[src/sv/command_frame_receiver_unit_defines.svh]
// Assertion macros shared by the command frame receiver RTL.
// Needs aclk and aresetn in scope at the point of use.
`ifndef COMMAND_FRAME_RECEIVER_UNIT_DEFINES_SVH
`define COMMAND_FRAME_RECEIVER_UNIT_DEFINES_SVH

`ifndef SYNTHESIS
// condition must hold at every clock edge out of reset
`define CFR_ASSERT(label, cond) \
    label: assert property (@(posedge aclk) disable iff (!aresetn) (cond)) \
        else $error("cfr assertion failed");
// consequent must hold in the same cycle as the antecedent
`define CFR_ASSERT_IMP(label, ante, cons) \
    label: assert property (@(posedge aclk) disable iff (!aresetn) (ante) |-> (cons)) \
        else $error("cfr assertion failed");
// consequent must hold in the cycle after the antecedent
`define CFR_ASSERT_NEXT(label, ante, cons) \
    label: assert property (@(posedge aclk) disable iff (!aresetn) (ante) |=> (cons)) \
        else $error("cfr assertion failed");
`else
`define CFR_ASSERT(label, cond)
`define CFR_ASSERT_IMP(label, ante, cons)
`define CFR_ASSERT_NEXT(label, ante, cons)
`endif

`endif

[src/sv/cfr_pkg.sv]
// Package for the command frame receiver: widths, codes and parser states.
// No dependencies; imported by command_frame_receiver_unit.
`timescale 1ns / 1ps

package cfr_pkg;

    localparam int BYTE_W        = 8;
    localparam int PAYLOAD_DEPTH = 256;
    localparam int PAYLOAD_AW    = (PAYLOAD_DEPTH > 1) ? $clog2(PAYLOAD_DEPTH) : 1;
    localparam int CFG_INDEX_W   = 2;
    localparam int EVENT_W       = 3;
    localparam int S_TDATA_W     = 2 * BYTE_W;
    localparam int M_TDATA_W     = 3 * BYTE_W;

    localparam logic [BYTE_W-1:0] HEADER_FIRST_RST  = 8'hAA;
    localparam logic [BYTE_W-1:0] HEADER_SECOND_RST = 8'h55;
    localparam logic [BYTE_W-1:0] TAIL_FIRST_RST    = 8'h55;
    localparam logic [BYTE_W-1:0] TAIL_SECOND_RST   = 8'hAA;

    typedef enum logic [CFG_INDEX_W-1:0] {
        CFG_HEADER_FIRST  = 2'd0,
        CFG_HEADER_SECOND = 2'd1,
        CFG_TAIL_FIRST    = 2'd2,
        CFG_TAIL_SECOND   = 2'd3
    } cfg_reg_t;

    typedef enum logic [EVENT_W-1:0] {
        EV_NONE     = 3'd0,
        EV_OK       = 3'd1,
        EV_BAD_HDR2 = 3'd2,
        EV_BAD_SUM  = 3'd3,
        EV_BAD_T1   = 3'd4,
        EV_BAD_T2   = 3'd5
    } event_t;

    typedef enum logic [7:0] {
        ST_HEAD1 = 8'b0000_0001,
        ST_HEAD2 = 8'b0000_0010,
        ST_CMD   = 8'b0000_0100,
        ST_LEN   = 8'b0000_1000,
        ST_DATA  = 8'b0001_0000,
        ST_SUM   = 8'b0010_0000,
        ST_TAIL1 = 8'b0100_0000,
        ST_TAIL2 = 8'b1000_0000
    } parse_state_t;

endpackage

[src/sv/command_frame_receiver_unit.sv]
// Command frame receiver: byte-stream deframer with additive checksum and payload store.
// Depends on cfr_pkg and command_frame_receiver_unit_defines.svh.
`timescale 1ns / 1ps
`include "command_frame_receiver_unit_defines.svh"

// Each transfer on the s_ side either feeds one received byte to the frame parser
// (tuser 0) or reads one stored payload byte (tuser 1), and yields exactly one
// transfer on the m_ side. A frame is header_first, header_second, command,
// length, length payload bytes, checksum (sum of command, length and payload mod
// 256), tail_first, tail_second. The m_ transfer carries an event code: frame ok
// with its command and length, or bad second header, bad checksum, bad first
// tail, bad second tail, each of which restarts the parser. Unmatched bytes while
// a first header is awaited are dropped with event none. One transfer is taken
// every cycle while the m_ side is not stalled; a result passes through the
// registered read port of the payload memory and then the output register.
// Reading a payload position never written in a frame returns an unspecified
// byte. Header and tail bytes are set through the cfg_ write port; cfg_ready is always
// high. The user must write them only while no transfer is in flight; not enforced.
module command_frame_receiver_unit (
    input  logic                              aclk,
    input  logic                              aresetn,
    // s_tdata: rx_byte [7:0], read_index [15:8]
    input  logic [cfr_pkg::S_TDATA_W-1:0]     s_tdata,
    // s_tuser: func [0]
    input  logic                              s_tuser,
    input  logic                              s_tvalid,
    output logic                              s_tready,
    // m_tdata: frame_command [7:0], frame_length [15:8], read_data [23:16]
    output logic [cfr_pkg::M_TDATA_W-1:0]     m_tdata,
    // m_tuser: event_res [2:0]
    output logic [cfr_pkg::EVENT_W-1:0]       m_tuser,
    output logic                              m_tvalid,
    input  logic                              m_tready,
    input  logic                              cfg_valid,
    output logic                              cfg_ready,
    input  logic [cfr_pkg::CFG_INDEX_W-1:0]   cfg_index,
    input  logic [cfr_pkg::BYTE_W-1:0]        cfg_data
);
    import cfr_pkg::*;

    // configuration
    logic [BYTE_W-1:0] header_first_reg, header_second_reg;
    logic [BYTE_W-1:0] tail_first_reg, tail_second_reg;

    // parser state
    parse_state_t      state_reg, state_next;
    logic [BYTE_W-1:0] command_reg, command_next;
    logic [BYTE_W-1:0] length_reg, length_next;
    logic [BYTE_W-1:0] position_reg, position_next;
    logic [BYTE_W-1:0] sum_reg, sum_next;

    // memory read stage
    logic              p_valid_reg;
    logic              p_func_reg;
    logic              p_rd_ok_reg;
    event_t            p_event_reg, p_event_next;
    logic [BYTE_W-1:0] p_cmd_reg, p_cmd_next;
    logic [BYTE_W-1:0] p_len_reg, p_len_next;
    logic [BYTE_W-1:0] ram_q_reg;

    // output register
    logic              out_valid_reg;
    event_t            out_event_reg;
    logic [BYTE_W-1:0] out_cmd_reg, out_len_reg, out_rd_reg;

    logic [BYTE_W-1:0] payload_mem [PAYLOAD_DEPTH];

    logic              s_func;
    logic [BYTE_W-1:0] rx_byte, read_index;
    logic              accept, p_advance, byte_accept;
    logic              store_we, rd_ok;
    logic [BYTE_W-1:0] sum_plus_byte, position_inc;

    assign s_func     = s_tuser;
    assign rx_byte    = s_tdata[BYTE_W-1:0];
    assign read_index = s_tdata[2*BYTE_W-1:BYTE_W];

    assign p_advance   = p_valid_reg && (!out_valid_reg || m_tready);
    assign s_tready    = !p_valid_reg || p_advance;
    assign accept      = s_tvalid && s_tready;
    assign byte_accept = accept && !s_func;
    assign cfg_ready   = 1'b1;

    assign sum_plus_byte = sum_reg + rx_byte;
    assign position_inc  = position_reg + 8'd1;
    assign rd_ok    = ({1'b0, read_index} < (BYTE_W+1)'(PAYLOAD_DEPTH));
    assign store_we = byte_accept && (state_reg == ST_DATA)
                      && ({1'b0, position_reg} < (BYTE_W+1)'(PAYLOAD_DEPTH));

    always_comb begin
        state_next    = state_reg;
        command_next  = command_reg;
        length_next   = length_reg;
        position_next = position_reg;
        sum_next      = sum_reg;
        p_event_next  = EV_NONE;
        p_cmd_next    = '0;
        p_len_next    = '0;
        case (state_reg)
            ST_HEAD1: begin
                if (rx_byte == header_first_reg) begin
                    state_next = ST_HEAD2;
                end
            end
            ST_HEAD2: begin
                if (rx_byte == header_second_reg) begin
                    state_next = ST_CMD;
                end else begin
                    p_event_next = EV_BAD_HDR2;
                    state_next   = ST_HEAD1;
                end
            end
            ST_CMD: begin
                command_next = rx_byte;
                sum_next     = rx_byte;
                state_next   = ST_LEN;
            end
            ST_LEN: begin
                length_next   = rx_byte;
                sum_next      = sum_plus_byte;
                position_next = '0;
                state_next    = (rx_byte == '0) ? ST_SUM : ST_DATA;
            end
            ST_DATA: begin
                sum_next      = sum_plus_byte;
                position_next = position_inc;
                if (position_inc == length_reg) begin
                    state_next = ST_SUM;
                end
            end
            ST_SUM: begin
                if (rx_byte == sum_reg) begin
                    state_next = ST_TAIL1;
                end else begin
                    p_event_next = EV_BAD_SUM;
                    state_next   = ST_HEAD1;
                end
            end
            ST_TAIL1: begin
                if (rx_byte == tail_first_reg) begin
                    state_next = ST_TAIL2;
                end else begin
                    p_event_next = EV_BAD_T1;
                    state_next   = ST_HEAD1;
                end
            end
            ST_TAIL2: begin
                if (rx_byte == tail_second_reg) begin
                    p_event_next = EV_OK;
                    p_cmd_next   = command_reg;
                    p_len_next   = length_reg;
                end else begin
                    p_event_next = EV_BAD_T2;
                end
                state_next = ST_HEAD1;
            end
            default: begin
                state_next = ST_HEAD1;
            end
        endcase
        // any return to the first header clears holds, position and sum
        if (state_reg != ST_HEAD1 && state_next == ST_HEAD1) begin
            command_next  = '0;
            length_next   = '0;
            position_next = '0;
            sum_next      = '0;
        end
    end

    always_ff @(posedge aclk) begin
        if (!aresetn) begin
            header_first_reg  <= HEADER_FIRST_RST;
            header_second_reg <= HEADER_SECOND_RST;
            tail_first_reg    <= TAIL_FIRST_RST;
            tail_second_reg   <= TAIL_SECOND_RST;
        end else if (cfg_valid && cfg_ready) begin
            case (cfg_reg_t'(cfg_index))
                CFG_HEADER_FIRST:  header_first_reg  <= cfg_data;
                CFG_HEADER_SECOND: header_second_reg <= cfg_data;
                CFG_TAIL_FIRST:    tail_first_reg    <= cfg_data;
                CFG_TAIL_SECOND:   tail_second_reg   <= cfg_data;
                default: ;
            endcase
        end
    end

    always_ff @(posedge aclk) begin
        if (!aresetn) begin
            state_reg    <= ST_HEAD1;
            command_reg  <= '0;
            length_reg   <= '0;
            position_reg <= '0;
            sum_reg      <= '0;
        end else if (byte_accept) begin
            state_reg    <= state_next;
            command_reg  <= command_next;
            length_reg   <= length_next;
            position_reg <= position_next;
            sum_reg      <= sum_next;
        end
    end

    // payload store: one write and one registered read per cycle
    always_ff @(posedge aclk) begin
        if (store_we) begin
            payload_mem[position_reg[PAYLOAD_AW-1:0]] <= rx_byte;
        end
        if (accept) begin
            ram_q_reg <= payload_mem[read_index[PAYLOAD_AW-1:0]];
        end
    end

    always_ff @(posedge aclk) begin
        if (!aresetn) begin
            p_valid_reg <= 1'b0;
        end else if (accept) begin
            p_valid_reg <= 1'b1;
        end else if (p_advance) begin
            p_valid_reg <= 1'b0;
        end
    end

    always_ff @(posedge aclk) begin
        if (accept) begin
            p_func_reg  <= s_func;
            p_rd_ok_reg <= rd_ok;
            p_event_reg <= s_func ? EV_NONE : p_event_next;
            p_cmd_reg   <= s_func ? '0 : p_cmd_next;
            p_len_reg   <= s_func ? '0 : p_len_next;
        end
    end

    always_ff @(posedge aclk) begin
        if (!aresetn) begin
            out_valid_reg <= 1'b0;
        end else if (p_advance) begin
            out_valid_reg <= 1'b1;
        end else if (m_tready) begin
            out_valid_reg <= 1'b0;
        end
    end

    always_ff @(posedge aclk) begin
        if (p_advance) begin
            out_event_reg <= p_event_reg;
            out_cmd_reg   <= p_cmd_reg;
            out_len_reg   <= p_len_reg;
            out_rd_reg    <= (p_func_reg && p_rd_ok_reg) ? ram_q_reg : '0;
        end
    end

    assign m_tvalid = out_valid_reg;
    assign m_tuser  = out_event_reg;
    assign m_tdata  = {out_rd_reg, out_len_reg, out_cmd_reg};

    // a result with an event never carries read data
    `CFR_ASSERT_IMP(a_event_no_read, m_tvalid && (m_tuser != EV_NONE), out_rd_reg == '0)
    // command and length only accompany a good frame
    `CFR_ASSERT_IMP(a_cmd_only_ok, m_tvalid && ((out_cmd_reg != '0) || (out_len_reg != '0)),
                    m_tuser == EV_OK)
    // the second tail byte always returns the parser to the first header
    `CFR_ASSERT_NEXT(a_tail2_restart, byte_accept && (state_reg == ST_TAIL2),
                     (state_reg == ST_HEAD1) && (sum_reg == '0))
    // a finished read stage with an empty output register always moves on
    `CFR_ASSERT_NEXT(a_stage_moves, p_valid_reg && !out_valid_reg, out_valid_reg)

endmodule
[config.mk]
export PLATFORM = sky130hd
export DESIGN_NAME = command_frame_receiver_unit
export DESIGN_NICKNAME = d
export VERILOG_FILES = /design/src/sv/cfr_pkg.sv /design/src/sv/command_frame_receiver_unit.sv
export VERILOG_INCLUDE_DIRS = /design/src /design/src/sv
export SDC_FILE = /design/constraint.sdc
export NUM_CORES = 2
export LEC_CHECK = 0
export ABC_AREA = 1
export BUFFER_PORTS_ARGS = -buffer_cell sky130_fd_sc_hd__buf_2
export CAP_MARGIN = 20
export CORE_MARGIN = 10
export CORE_UTILIZATION = 65
export CTS_CLUSTER_DIAMETER = 120
export CTS_CLUSTER_SIZE = 24
export DETAILED_ROUTE_END_ITERATION = 10
export PLACE_DENSITY_LB_ADDON = 0.15
export SLEW_MARGIN = 20
export SYNTH_ARGS = -nofsm -noshare
export SYNTH_HDL_FRONTEND = slang
export SYNTH_SLANG_ARGS = --single-unit
[constraint.sdc]
create_clock -name aclk -period 6.1 [get_ports aclk]
set_input_delay 0.305 -clock aclk [delete_from_list [all_inputs] [get_ports aclk]]
set_output_delay 0.305 -clock aclk [all_outputs]
set_load 0.02 [all_outputs]
==> impl_metrics.yaml <==
outcome:
  status: "finished with violations"
  violations: "max-slew violations"
placement:
  detailed_place.area_mm2: 0.09040
  io_buffers: 60
  place_congestion: 0.9493
  dpl.hpwl_um: 131900
critical_path:
  worstPathArrival_ns: 4.40
  crit_required_ns: 6.48
  cpMostUsedCell: "inv_2"
  cp-start-kind: "flip-flop"
  endpoint_kind: "flip-flop"
  worst-setup-path-type: "reg2reg"
  path_cells: "nand3_2, nand2_2, nor2_4, inv_2, nor2_2, inv_2, nor3_2, nand2_1, nor2_1"
  crit_slowest_cell: "nor2_1"
  crit_buf_inv: 2
  path_max_fanout: 30
  critPathTopFamily: "simple AND/OR/NAND/NOR gates"
  cp_slowest_stage_delay_ns: 0.80
logic_synthesis:
  synthFlopType: "edfxtp_1"
  synth_cells: 7741
  synth-seq-cells: 2177
  ys_types: 41
  yosysTopAreaCellShare_pct: 70.86
  yosys-top-cells-area: "edfxtp_1 71%, nand3_1 12%, nand2_1 9.8%, dfxtp_1 1.7%, nor2_1 1.6%"
  avgSynthCellArea_um2: 11.51
  yosysMostFrequentCell: "nand2_1"
  synth_top_cell_by_area: "edfxtp_1"
  syn_area_mm2: 0.08912
  async_flop_share_pct: 0
  yosysWarnings: 0
  synth_commonest_cells: "2,322 x nand2_1, 2,103 x edfxtp_1, 2,069 x nand3_1, 375 x nor2_1, 247 x clkbuf_1"
  synth_nets: 7785
  ys_seq_area_share_pct: 72.52
  synth-edff-count: 2103
clocking:
  postCtsSetupRepairBufs: 0
  h-tree-depth: 3
  clk_pin_slew_worst_paths_ns: 0.10
  cts_root_buf: "clkbuf_16"
  cts_buffer_depth: 3
  cts_tree: "yes"
  clock_sinks: 2177
  cts_made_buffers: 100
  worstSkewPairLatency_ns: 0.76
detailed_routing:
  drc_errors: 0
  drtPass1Iterations: 10
  ant_nets: 0
  routed_via_density: 6.344
  dr.first_iter.drc_count: 8743
  route.vias.total: 58958
  routedWlPerCell_um: 24.84
  wl_um: 230900
finish:
  multiInputGateArea_mm2: 0.02195
  largest_reg_flops: 2048
  areaGrowthSynthToFinish_pct: 4.670
  regArea_mm2: 0.06463
  fill_cells: 9738
  fin_area_mm2: 0.09328
  fin_nets: 7532
  drive_gt1_share_pct: 4.394
timing:
  finalClockSkew_ns: 0.03731
  layout_min_cycle_time_ns: 4.021
  drv_slew: 47
  rsz0062_at_grt: "no"
  slew_headroom_pct: -5.403
  final_hold_viol_count: 0
  setup_viol: 0
  max_slew.worst_pin.slew_ns: 1.581
  period_share_pct: 65.92
  fmax_mhz: 248.7
  fin_tns_setup_ns: 0
  whs_ns: 0.05748
floorplanning:
  start_util_pct: 65.62
  die_area_mm2: 0.1523
  fp.dieW_um: 390.3
  rows: 135
  core_area_mm2: 0.1358
  io_pins: 62
  die_h_um: 390.3
flow_run:
  maxCapViolations: 0
power:
  total_power_mw: 25.80
  powerDensity_mw_per_mm2: 276.6
  p_sw_mw: 5.861
  clkPwrFrac_pct: 28.5
  vdd.ir_drop.worst_uv: 539.3
  combPwrFrac_pct: 7.7
  share_seq_of_total_power_pct: 63.8
  p_int_mw: 19.94
  p_leak_nw: 32.22
  p_sw_share_pct: 22.71
global_route:
  grt_pass1_wl_um: 341400
  overflow: 0
  grt_max_degree: 252
  grt_pass1_vias: 55663
  grtUsageTotal_pct: 29.70
  antenna_found_initial: 10
worst_hold_path:
  min-delay-path-class: "in2reg"
[metrics by stage]
stage	utilization, %	instances	worst slack (ns)
after floorplan	-	7741	3.680
after global placement	66.56	9149	2.146
after detailed placement	66.56	9149	2.099
after CTS	68.66	9291	2.176
after global routing	68.69	9292	1.891
final	68.69	9293	2.079
[routing by layer]
layer  wire length (µm)  up-vias  GRT usage [%]  share of wire, %
li1                   -    26570              -                 -
met3              23990      527          4.988                10
met4              10680       10          11.88               4.6
met5                 64        -              0             0.028
met2             109100     3616          48.11                47
met1              87030    28235          40.42                38
[power by group through the flow]
stage          clock network, mW  registers, mW  logic (mW)
2_1_floorplan                  0           16.8        1.13
3_3_place_gp                   0           16.8        1.91
3_5_place_dp                   0           16.8        1.94
4_1_cts                     7.39           16.4        1.95
5_1_grt                     7.91           16.5        2.15
6_report                    7.36           16.5        2.00
[what timing repair did]
action | CTS | global route
endpoints found under the setup margin | 0 | 0
hold buffers | 17 | 0
hold endpoints to repair | 82 | 0
gates resized for setup | 0 | 0
[logic make-up after synthesis]
group | Yosys count | synth area share, %
simple gates | 4826 | 23.54
flops | 2177 | 72.52
buf+inv | 616 | 2.959
compound gates | 78 | 0.4886
xor+xnor | 31 | 0.3131
fa+ha+maj | 12 | 0.1769
other cells | 1 | 0.004208
[layout by cell type, fill, tap and decap left out, drive strengths merged, types with 2 or more instances in the layout]
master,n
nand3,2071
ha,11
edfxtp,2103
xor2,13
nand4,12
clkbuf,123
nor4,8
xnor2,18
nand2,2337
nor2,385
dfxtp,74
nor3,11
or2,2
o21ai,29
buf,143
a21oi,43
dlygate4sd3,17
o211ai,4
inv,102
[cell type report]
class | count | share of cell area, %
clock inverters | 2 | 0.01878
inverters | 101 | 0.4332
clock buffers | 123 | 2.844
multi-input cells | 4948 | 23.53
flip-flops and latches | 2177 | 69.29
diodes | 1 | 0.002683
well taps | 1781 | 2.389
repair buffers | 160 | 1.492
[final timing paths]
path | slack, ns | from | cells past startpoint | end
max | 2.08 | m_tvalid$_SDFFE_PN0P_ | 9 | payload_mem[30][0]$_DFFE_PP_
min | 0.06 | s_tdata[3] | 1 | payload_mem[176][3]$_DFFE_PP_
max reg2reg | 2.08 | m_tvalid$_SDFFE_PN0P_ | 9 | payload_mem[30][0]$_DFFE_PP_
min reg2reg | 0.42 | p_cmd_reg[0]$_SDFFCE_PP0P_ | 0 | out_cmd_reg[0]$_DFFE_PP_
Power figures use the tool's default switching activity.
